File: src/aimd_cw_pkg.sv
// Shared types, constants and helpers for the AIMD congestion window block.
// No dependencies; used by every module in src.
package aimd_cw_pkg;

  // Default fixed-point format of the window
  localparam int FRAC_BITS_DEF  = 16;
  localparam int WHOLE_BITS_DEF = 16;

  // Configuration port
  localparam int CFG_IDX_W  = 2;
  localparam int CFG_DATA_W = 24;

  localparam logic [CFG_IDX_W-1:0] CFG_ALPHA    = 2'd0;
  localparam logic [CFG_IDX_W-1:0] CFG_BETA     = 2'd1;
  localparam logic [CFG_IDX_W-1:0] CFG_INIT_WIN = 2'd2;

  // Register widths and reset values
  localparam int ALPHA_W    = 24;
  localparam int BETA_W     = 24;
  localparam int INIT_WIN_W = 16;

  localparam logic [ALPHA_W-1:0]    ALPHA_RST    = 24'd6554;   // about 0.1
  localparam logic [BETA_W-1:0]     BETA_RST     = 24'd98304;  // 1.5
  localparam logic [INIT_WIN_W-1:0] INIT_WIN_RST = 16'd10;

  // Result field widths
  localparam int OUT_FIELD_W = 16;

  // Event request and result
  typedef struct packed {
    logic kind;       // 0: acknowledgment, 1: datagram sent
    logic timed_out;
  } in_req_t;

  typedef struct packed {
    logic [OUT_FIELD_W-1:0] window_whole;
    logic [OUT_FIELD_W-1:0] window_fraction;
  } out_req_t;

  // Update applied to the window
  typedef enum logic [1:0] {
    OP_HOLD = 2'd0,   // send without timeout
    OP_ACK  = 2'd1,   // additive increase, alpha / window
    OP_CUT  = 2'd2    // multiplicative decrease, window / beta
  } op_t;

  // Controller to datapath commands
  typedef struct packed {
    logic load;       // capture dividend and divisor for a new request
    logic step;       // one restoring division step
    logic commit;     // write window and result register
    op_t  op;
  } cw_cmd_t;

  // Dividend width, which is also the number of divider steps
  function automatic int div_steps(input int frac_bits, input int whole_bits);
    int ack_w;
    int cut_w;
    ack_w = ALPHA_W + frac_bits;
    cut_w = whole_bits + 2 * frac_bits;
    return (ack_w > cut_w) ? ack_w : cut_w;
  endfunction

  // Decode an event into the window update it calls for
  function automatic op_t decode_op(input in_req_t req);
    op_t op;
    op = OP_HOLD;
    if (!req.kind) begin
      op = OP_ACK;
    end else if (req.timed_out) begin
      op = OP_CUT;
    end
    return op;
  endfunction

endpackage

File: src/aimd_cw_dp.sv
// Datapath of the AIMD congestion window: configuration registers, window,
// shared restoring divider and result register. Depends on aimd_cw_pkg.
module aimd_cw_dp #(
  parameter int FRAC_BITS  = aimd_cw_pkg::FRAC_BITS_DEF,
  parameter int WHOLE_BITS = aimd_cw_pkg::WHOLE_BITS_DEF
) (
  input  logic                                 clk,
  input  logic                                 rst_n,
  input  logic                                 cfg_we,
  input  logic [aimd_cw_pkg::CFG_IDX_W-1:0]    cfg_index,
  input  logic [aimd_cw_pkg::CFG_DATA_W-1:0]   cfg_wdata,
  input  aimd_cw_pkg::cw_cmd_t                 cmd,
  output aimd_cw_pkg::out_req_t                out_data
);

  localparam int WIN_BITS = WHOLE_BITS + FRAC_BITS;
  localparam int DVD_BITS = aimd_cw_pkg::div_steps(FRAC_BITS, WHOLE_BITS);
  localparam int DIV_BITS = (WIN_BITS > aimd_cw_pkg::BETA_W) ? WIN_BITS
                                                             : aimd_cw_pkg::BETA_W;
  localparam int OW       = aimd_cw_pkg::OUT_FIELD_W;

  localparam logic [WIN_BITS-1:0] WIN_ONE   = WIN_BITS'(1) << FRAC_BITS;
  localparam logic [WIN_BITS-1:0] WIN_MAX   = '1;
  localparam logic [DIV_BITS-1:0] DIV_ONE   = DIV_BITS'(1) << FRAC_BITS;
  localparam logic [32:0]         MAX_WHOLE = (33'd1 << WHOLE_BITS) - 33'd1;

  // Whole number to window: zero loads 1.0, too large saturates
  function automatic logic [WIN_BITS-1:0] whole_to_window(
    input logic [aimd_cw_pkg::INIT_WIN_W-1:0] whole
  );
    logic [aimd_cw_pkg::INIT_WIN_W-1:0] w;
    logic [WIN_BITS-1:0]                res;
    w = (whole == '0) ? aimd_cw_pkg::INIT_WIN_W'(1) : whole;
    if (33'(w) > MAX_WHOLE) begin
      res = WIN_MAX;
    end else begin
      res = WIN_BITS'(w) << FRAC_BITS;
    end
    return res;
  endfunction

  logic [aimd_cw_pkg::ALPHA_W-1:0] alpha_r;
  logic [aimd_cw_pkg::BETA_W-1:0]  beta_r;
  logic [WIN_BITS-1:0]             win_r;
  logic [DVD_BITS-1:0]             dvd_r, dvd_nxt;   // dividend in, quotient out
  logic [DIV_BITS-1:0]             rem_r, rem_nxt;
  logic [DIV_BITS-1:0]             div_r, div_nxt;
  aimd_cw_pkg::out_req_t           out_r, out_nxt;

  logic [WIN_BITS-1:0] win_c;
  logic [DIV_BITS-1:0] beta_c;
  logic [DIV_BITS:0]   rem_sh;
  logic [DIV_BITS:0]   rem_sub;
  logic                rem_ge;
  logic [DVD_BITS:0]   ack_sum;
  logic [WIN_BITS-1:0] win_upd;
  logic [WIN_BITS-1:0] win_hi;
  logic [WIN_BITS-1:0] win_lo;

  always_comb begin
    win_c  = (win_r < WIN_ONE) ? WIN_ONE : win_r;
    beta_c = (DIV_BITS'(beta_r) < DIV_ONE) ? DIV_ONE : DIV_BITS'(beta_r);

    // One restoring step
    rem_sh  = {rem_r, dvd_r[DVD_BITS-1]};
    rem_sub = rem_sh - {1'b0, div_r};
    rem_ge  = (rem_sh >= {1'b0, div_r});

    dvd_nxt = dvd_r;
    rem_nxt = rem_r;
    div_nxt = div_r;
    if (cmd.load) begin
      rem_nxt = '0;
      if (cmd.op == aimd_cw_pkg::OP_ACK) begin
        dvd_nxt = DVD_BITS'(alpha_r) << FRAC_BITS;
        div_nxt = DIV_BITS'(win_c);
      end else begin
        dvd_nxt = DVD_BITS'(win_c) << FRAC_BITS;
        div_nxt = beta_c;
      end
    end else if (cmd.step) begin
      dvd_nxt = {dvd_r[DVD_BITS-2:0], rem_ge};
      rem_nxt = rem_ge ? rem_sub[DIV_BITS-1:0] : rem_sh[DIV_BITS-1:0];
    end

    // Window update from the finished quotient
    ack_sum = (DVD_BITS + 1)'(win_c) + {1'b0, dvd_r};
    unique case (cmd.op)
      aimd_cw_pkg::OP_ACK: begin
        win_upd = (ack_sum > (DVD_BITS + 1)'(WIN_MAX)) ? WIN_MAX
                                                       : ack_sum[WIN_BITS-1:0];
      end
      aimd_cw_pkg::OP_CUT: begin
        if (dvd_r < DVD_BITS'(WIN_ONE)) begin
          win_upd = WIN_ONE;
        end else if (dvd_r > DVD_BITS'(WIN_MAX)) begin
          win_upd = WIN_MAX;
        end else begin
          win_upd = dvd_r[WIN_BITS-1:0];
        end
      end
      default: win_upd = win_c;
    endcase

    win_hi = win_upd >> FRAC_BITS;
    win_lo = win_upd & (WIN_ONE - WIN_BITS'(1));
    out_nxt.window_whole    = win_hi[OW-1:0];
    out_nxt.window_fraction = win_lo[OW-1:0];
  end

  // Configuration and window
  always_ff @(posedge clk) begin
    if (!rst_n) begin
      alpha_r <= aimd_cw_pkg::ALPHA_RST;
      beta_r  <= aimd_cw_pkg::BETA_RST;
      win_r   <= whole_to_window(aimd_cw_pkg::INIT_WIN_RST);
    end else begin
      if (cmd.commit) begin
        win_r <= win_upd;
      end
      if (cfg_we) begin
        unique case (cfg_index)
          aimd_cw_pkg::CFG_ALPHA:    alpha_r <= cfg_wdata[aimd_cw_pkg::ALPHA_W-1:0];
          aimd_cw_pkg::CFG_BETA:     beta_r  <= cfg_wdata[aimd_cw_pkg::BETA_W-1:0];
          aimd_cw_pkg::CFG_INIT_WIN: begin
            win_r <= whole_to_window(cfg_wdata[aimd_cw_pkg::INIT_WIN_W-1:0]);
          end
          default: ;
        endcase
      end
    end
  end

  // Divider and result payload
  always_ff @(posedge clk) begin
    dvd_r <= dvd_nxt;
    rem_r <= rem_nxt;
    div_r <= div_nxt;
    if (cmd.commit) begin
      out_r <= out_nxt;
    end
  end

  assign out_data = out_r;

endmodule

File: src/aimd_cw_ctrl.sv
// Controller of the AIMD congestion window: request handshake, divider step
// counter and result handshake. Depends on aimd_cw_pkg.
module aimd_cw_ctrl #(
  parameter int FRAC_BITS  = aimd_cw_pkg::FRAC_BITS_DEF,
  parameter int WHOLE_BITS = aimd_cw_pkg::WHOLE_BITS_DEF
) (
  input  logic                  clk,
  input  logic                  rst_n,
  input  logic                  in_valid,
  output logic                  in_stall,
  input  aimd_cw_pkg::in_req_t  in_data,
  output logic                  out_valid,
  input  logic                  out_stall,
  output aimd_cw_pkg::cw_cmd_t  cmd
);

  localparam int DVD_BITS = aimd_cw_pkg::div_steps(FRAC_BITS, WHOLE_BITS);
  localparam int CNT_W    = $clog2(DVD_BITS + 1);

  typedef enum logic [1:0] {
    ST_IDLE,
    ST_RUN,
    ST_FIN
  } state_t;

  state_t               state_r, state_nxt;
  logic [CNT_W-1:0]     cnt_r, cnt_nxt;
  aimd_cw_pkg::op_t     op_r, op_nxt;
  logic                 out_valid_r, out_valid_nxt;
  aimd_cw_pkg::op_t     in_op;
  logic                 accept;
  logic                 out_free;

  always_comb begin
    in_op    = aimd_cw_pkg::decode_op(in_data);
    accept   = in_valid && (state_r == ST_IDLE);
    out_free = !out_valid_r || !out_stall;

    state_nxt     = state_r;
    cnt_nxt       = cnt_r;
    op_nxt        = op_r;
    out_valid_nxt = out_valid_r && out_stall;

    cmd.load   = 1'b0;
    cmd.step   = 1'b0;
    cmd.commit = 1'b0;
    cmd.op     = op_r;

    unique case (state_r)
      ST_IDLE: begin
        if (in_valid) begin
          cmd.load = 1'b1;
          cmd.op   = in_op;
          op_nxt   = in_op;
          cnt_nxt  = CNT_W'(DVD_BITS);
          // A send without timeout needs no division
          state_nxt = (in_op == aimd_cw_pkg::OP_HOLD) ? ST_FIN : ST_RUN;
        end
      end
      ST_RUN: begin
        cmd.step = 1'b1;
        cnt_nxt  = cnt_r - CNT_W'(1);
        if (cnt_r == CNT_W'(1)) begin
          state_nxt = ST_FIN;
        end
      end
      ST_FIN: begin
        // Hold the finished update until the result register is free
        if (out_free) begin
          cmd.commit    = 1'b1;
          out_valid_nxt = 1'b1;
          state_nxt     = ST_IDLE;
        end
      end
      default: state_nxt = ST_IDLE;
    endcase
  end

  always_ff @(posedge clk) begin
    if (!rst_n) begin
      state_r     <= ST_IDLE;
      cnt_r       <= '0;
      op_r        <= aimd_cw_pkg::OP_HOLD;
      out_valid_r <= 1'b0;
    end else begin
      state_r     <= state_nxt;
      cnt_r       <= cnt_nxt;
      op_r        <= op_nxt;
      out_valid_r <= out_valid_nxt;
    end
  end

  assign in_stall  = (state_r != ST_IDLE);
  assign out_valid = out_valid_r;

  // A commit never overwrites a result that is still waiting
  a_commit_free: assert property (@(posedge clk) disable iff (!rst_n)
    cmd.commit |-> (!out_valid_r || !out_stall))
    else $error("commit over a pending result");

  // Every commit presents a result in the next cycle
  a_commit_shows: assert property (@(posedge clk) disable iff (!rst_n)
    cmd.commit |=> out_valid_r)
    else $error("committed result not presented");

  // A result appears only from a commit
  a_valid_src: assert property (@(posedge clk) disable iff (!rst_n)
    $rose(out_valid_r) |-> $past(cmd.commit))
    else $error("result valid without commit");

  // The divider never runs with an exhausted step count
  a_cnt_live: assert property (@(posedge clk) disable iff (!rst_n)
    (state_r == ST_RUN) |-> (cnt_r != '0))
    else $error("divider running with zero steps left");

  // A division request always passes through the divider steps
  a_div_runs: assert property (@(posedge clk) disable iff (!rst_n)
    (accept && (in_op != aimd_cw_pkg::OP_HOLD)) |=> (state_r == ST_RUN))
    else $error("division request skipped the divider");

endmodule

File: src/aimd_congestion_window.sv
// Top level of the AIMD congestion window block.
// Depends on aimd_cw_pkg, aimd_cw_ctrl and aimd_cw_dp.
//
// Usage
//   Input channel (in_valid / in_stall / in_data): one request per event,
//   kind 0 for an acknowledgment, kind 1 for a datagram sent, with timed_out
//   marking a send caused by a timeout.
//   Result channel (out_valid / out_stall / out_data): one result per request,
//   the window's whole and fractional parts after the update.
//   Configuration port (cfg_we / cfg_index / cfg_wdata): alpha, beta and
//   initial window; writing the initial window reloads the window at once.
//   Write configuration only while no request is in flight.
// Timing
//   A request needing a division (acknowledgment or timed-out send) passes
//   through the divider after acceptance. DVD is the dividend width
//   max(24 + FRAC_BITS, WHOLE_BITS + 2 * FRAC_BITS), 48 by default. The
//   shared restoring divider retires one quotient bit per cycle. A send
//   without timeout skips the divider. One request is worked on at a time:
//   a new request is taken only once the last one's update is committed.
// Reset and stall
//   Synchronous reset loads alpha 0.1, beta 1.5 and a window of 10.0 and
//   empties the result register. The result register frees the input side:
//   a new request is accepted while a result waits, but its update is held
//   back until the pending result is taken.
module aimd_congestion_window #(
  parameter int FRAC_BITS  = aimd_cw_pkg::FRAC_BITS_DEF,
  parameter int WHOLE_BITS = aimd_cw_pkg::WHOLE_BITS_DEF
) (
  input  logic                                clk,
  input  logic                                rst_n,
  input  logic                                in_valid,
  output logic                                in_stall,
  input  aimd_cw_pkg::in_req_t                in_data,
  output logic                                out_valid,
  input  logic                                out_stall,
  output aimd_cw_pkg::out_req_t               out_data,
  input  logic                                cfg_we,
  input  logic [aimd_cw_pkg::CFG_IDX_W-1:0]   cfg_index,
  input  logic [aimd_cw_pkg::CFG_DATA_W-1:0]  cfg_wdata
);

  aimd_cw_pkg::cw_cmd_t cmd;

  // Sequence each request: load, divide, commit
  aimd_cw_ctrl #(
    .FRAC_BITS  (FRAC_BITS),
    .WHOLE_BITS (WHOLE_BITS)
  ) u_ctrl (
    .clk       (clk),
    .rst_n     (rst_n),
    .in_valid  (in_valid),
    .in_stall  (in_stall),
    .in_data   (in_data),
    .out_valid (out_valid),
    .out_stall (out_stall),
    .cmd       (cmd)
  );

  // Window, registers, divider and result payload
  aimd_cw_dp #(
    .FRAC_BITS  (FRAC_BITS),
    .WHOLE_BITS (WHOLE_BITS)
  ) u_dp (
    .clk       (clk),
    .rst_n     (rst_n),
    .cfg_we    (cfg_we),
    .cfg_index (cfg_index),
    .cfg_wdata (cfg_wdata),
    .cmd       (cmd),
    .out_data  (out_data)
  );

endmodule
File: config.mk
export PLATFORM = sky130hd
export DESIGN_NAME = aimd_congestion_window
export DESIGN_NICKNAME = d
export VERILOG_FILES = /design/src/aimd_cw_pkg.sv /design/src/aimd_cw_dp.sv /design/src/aimd_cw_ctrl.sv /design/src/aimd_congestion_window.sv
export SDC_FILE = /design/constraint.sdc
export NUM_CORES = 1
export LEC_CHECK = 0
export BUFFER_PORTS_ARGS = -buffer_cell sky130_fd_sc_hd__buf_2
export CAP_MARGIN = 20
export CORE_ASPECT_RATIO = 1.1
export CORE_MARGIN = 8
export CORE_UTILIZATION = 45
export CTS_CLUSTER_SIZE = 30
export DETAILED_ROUTE_END_ITERATION = 16
export SETUP_SLACK_MARGIN = 0.02
export SLEW_MARGIN = 40
export SYNTH_ARGS = -nofsm -noshare
export SYNTH_HDL_FRONTEND = slang
export SYNTH_SLANG_ARGS = --single-unit
File: constraint.sdc
create_clock -name clk -period 4.2 [get_ports clk]
set_input_delay 0.21 -clock clk [delete_from_list [all_inputs] [get_ports clk]]
set_output_delay 0.21 -clock clk [all_outputs]
set_load 0.02 [all_outputs]
==> impl_metrics.json <==
{
  "seq_area_sq_mm": 0.005828,
  "antenna_found_initial": 0,
  "ant_nets": 0,
  "ys_ff_latch": 235,
  "hold_path_startpoint": "in_valid",
  "cts_htree_levels": 1,
  "cts.root.buffer_cell": "clkbuf_16",
  "clk_latency_ns": 0.57,
  "violations": "negative setup slack",
  "grt_pass1_wl_um": 79320,
  "worst-path-buf-inv": 8,
  "skew_ns": 0.02053,
  "die_h_um": 203.6,
  "r2r_start": "u_dp.win_r[26]",
  "ys_async_sr_fraction_pct": 0,
  "syn_area_sq_mm": 0.01439,
  "synth_edf_count": 112,
  "cts_max_path_buffers": 3,
  "max_freq_mhz": 218.6,
  "crit_arrival_ns": 5.03,
  "syn_inst": 1718,
  "cap_violations": 0,
  "area_growth_pct": 27.34,
  "grt_overflow": 0,
  "fillers": 2875,
  "wire_per_inst_um": 21.79,
  "crit_required_ns": 4.65,
  "relSlewSlack_pct": 51.23,
  "p_clk_share_pct": 38.5,
  "synth_xor_area_share_pct": 3.468,
  "drc": 0,
  "fin_ws_ns": -0.3745,
  "ys_top_cells_by_area": "edfxtp_1, dfxtp_1, nand2_1",
  "synthAdderAreaFrac_pct": 6.189,
  "placementRows": 68,
  "p_switching_mw": 2.166,
  "grt_use_total_pct": 26.15,
  "crit_slowest_cell": "a2111oi_2",
  "wirelength_um": 51430,
  "first_iter_violations": 1242,
  "hold_depth": 4,
  "yosys.area_share.simple_pct": 20.69,
  "io_buffers": 66,
  "die_w_um": 186.5,
  "dp_hpwl_um": 37490,
  "core_sq_mm": 0.03148,
  "rr_worst_depth": 23,
  "vias": 13888,
  "fin_util_pct": 58.22,
  "slowest_delay_ns": 0.36,
  "setup_viol": 64,
  "synth_cell_types": 74,
  "grt_start_max_net_pins": 73,
  "hold_class": "in -> reg",
  "critical_path_class": "reg -> reg",
  "min_period_ns": 4.575,
  "die_area_sq_mm": 0.03797,
  "start_util_pct": 45.72,
  "worstPathCellList": "nor4_4 > buf_4 > nand4_1 > buf_4 > buf_8 > and2_1 > inv_1 > ha_4 > nand2_1 > nor2_2 > nand4_1 > a2111oi_2 > buf_4 > nor3_4 > mux2_4 > o22ai_2 > nand4_1 > buf_6 > nor2_4 > buf_6 > buf_16 > a21boi_2 > o31a_1",
  "rsz0062_at_grt": "yes",
  "yosysWarnings": 0,
  "power_frac_comb_pct": 22.2,
  "ys_seq_area_share_pct": 40.47,
  "avgSynthCellArea_sq_um": 8.378,
  "muxShareOfSynthArea_pct": 1.669,
  "power.density_mw_per_mm2": 385.2,
  "fin_nets": 2022,
  "critPathLaunchType": "register",
  "p_total_mw": 7.061,
  "tightest_slew_ns": 0.7221,
  "crit_family": "simple AND/OR/NAND/NOR gates",
  "syn_nets": 1821,
  "status": "complete, but fails checks",
  "hold_path_end": "u_ctrl.cnt_r[2]",
  "crit_fanout": 6,
  "fin_crit_sh_pct": 108.9,
  "final_common_cell": "nand2_1",
  "synth_top_family_by_area": "compound AO/OA/AOI/OAI gates",
  "r2r_slack_ns": -0.37,
  "cp-end-kind": "register",
  "mostFrequentLayoutCells": "nand2_1, buf_4, nor2_1",
  "cts_tree": "yes",
  "diodes": 0,
  "viasPerCell": 5.885,
  "first_global_vias": 13726,
  "multi_input_area_sq_mm": 0.008476,
  "r2r-end": "u_dp.win_r[17]",
  "leakagePower_nw": 7.551,
  "cts_made_buffers": 27,
  "drive_gt1_share_pct": 22.58,
  "yosysTopAreaCell": "edfxtp_1",
  "slew_viol_final": 0,
  "clkSlewWorstSetupHoldPaths_ns": 0.06,
  "irDropWorstVdd_mv": 0.3418,
  "internal_power_mw": 4.895,
  "clock_sinks": 235,
  "gp_congestion": 0.9621,
  "synth-compound-area-share_pct": 22.14,
  "synth_top_area_share_pct": 23.37,
  "drt_pass1_iterations": 8,
  "sw_frac_of_total_pct": 30.68,
  "ios": 67,
  "synth_ff_type": "dfxtp_1",
  "seq_power_share_pct": 39.3,
  "hold_viol": 0
}
sequential cells by signal, summed over array words and instances, names as in the netlist:
signal	cells
u_ctrl.cnt_r	6
u_dp.alpha_r	24
u_ctrl.op_r	2
u_dp.rem_r	32
u_ctrl.out_valid	1
u_dp.win_r	32
u_dp.out_data	32
u_dp.dvd_r	48
u_dp.div_r	32
u_ctrl.state_r	2
u_dp.beta_r	24
synth_stat cells, types with 10 or more instances:
master / instances
and2_1: 29
a2bb2oi_1: 12
dfxtp_1: 123
nor2_1: 140
o21a_1: 10
a21oi_1: 158
nand3_1: 35
edfxtp_1: 112
xnor2_1: 26
nand2b_1: 15
o22ai_1: 18
nand4_1: 34
a31oi_1: 15
ha_1: 68
mux2i_1: 15
o31ai_1: 20
xor2_1: 31
a22o_1: 36
nor4_1: 23
nor3_1: 37
nand2_1: 260
nor2b_1: 11
inv_1: 82
a21o_1: 25
clkbuf_1: 87
o21ai_0: 109
buf_2: 17
power groups by stage:
| stage | Sequential, mW | Combinational (mW) | Clock, mW |
|---|---|---|---|
| after floorplan | 2.73 | 0.912 | 0 |
| after global placement | 2.80 | 1.39 | 0 |
| after detailed placement | 2.80 | 1.41 | 0 |
| after CTS | 2.77 | 1.50 | 2.75 |
| after global routing | 2.79 | 1.69 | 2.83 |
| final | 2.77 | 1.57 | 2.72 |
worst max path at each step:
stage | startpoint | slack, ns | endpoint | cells after the start
global placement | u_dp.win_r[26] | -0.67 | u_dp.win_r[15] | 21
floorplan | u_dp.win_r[26] | 0.02 | u_dp.out_data[22] | 19
finish | u_dp.win_r[26] | -0.37 | u_dp.win_r[17] | 23
detailed placement | u_dp.win_r[27] | -0.71 | u_dp.win_r[15] | 21
CTS | u_dp.win_r[26] | -0.29 | u_dp.win_r[17] | 21
global route | u_dp.win_r[26] | -0.56 | u_dp.win_r[17] | 21
kinds of logic (layout without fill, tap and decap cells):
kind of cell	after synthesis	after routing
compound gates	502	502
xor+xnor	57	57
fa+ha+maj	70	70
buf+inv	197	419
flops	235	235
mux	23	23
simple gates	634	634
layer usage:
| layer | up-vias | share of wire, % | GRT usage [%] | wire [um] |
|---|---|---|---|---|
| li1 | 6607 | - | - | - |
| met1 | 6643 | 43 | 33.31 | 21880 |
| met2 | 518 | 47 | 43.95 | 24010 |
| met3 | 120 | 6.2 | 3.382 | 3212 |
| met4 | 0 | 4.5 | 11.78 | 2331 |
| met5 | - | 0 | 0 | 0 |
worst min-delay path, cell delays in order:
cell and delay (ns):
buf_2 0.10, nand2_2 0.11, nand3_1 0.11, a21oi_1 0.05
metrics by stage:
| step | hold slack, ns | setup slack [ns] | TNS, ns | cell area, sq um | std cells |
|---|---|---|---|---|---|
| finish | 0.06582 | -0.3745 | -19.03 | 18330 | 2360 |
| global route | 0.08494 | -0.5575 | -30.14 | 18330 | 2360 |
| CTS | 0.04639 | -0.2860 | -12.80 | 18120 | 2358 |
| detailed placement | 0.4465 | -0.7097 | -38.49 | 16190 | 2266 |
| global placement | 0.4416 | -0.6714 | -36.99 | 16170 | 2265 |
| floorplan | 0.3340 | 0.02177 | 0 | 14410 | 1718 |
area by class of cell:
cell class	count	share of cell area, %
Tap cell	420	2.867
Sequential cell	235	31.80
Timing Repair Buffer	285	11.82
Inverter	84	1.748
Clock inverter	23	1.843
Clock buffer	27	3.686
Multi-Input combinational cell	1286	46.24
timing repair:
action,in CTS,in global routing
gates resized for setup,111,43
hold buffers,28,0
cloned,2,0
endpoints found under the hold margin,49,0
endpoints found under the setup margin,64,64
pin swaps,19,9
buffers inserted,12,3
Note: power is estimated with default switching activity, not from simulation.
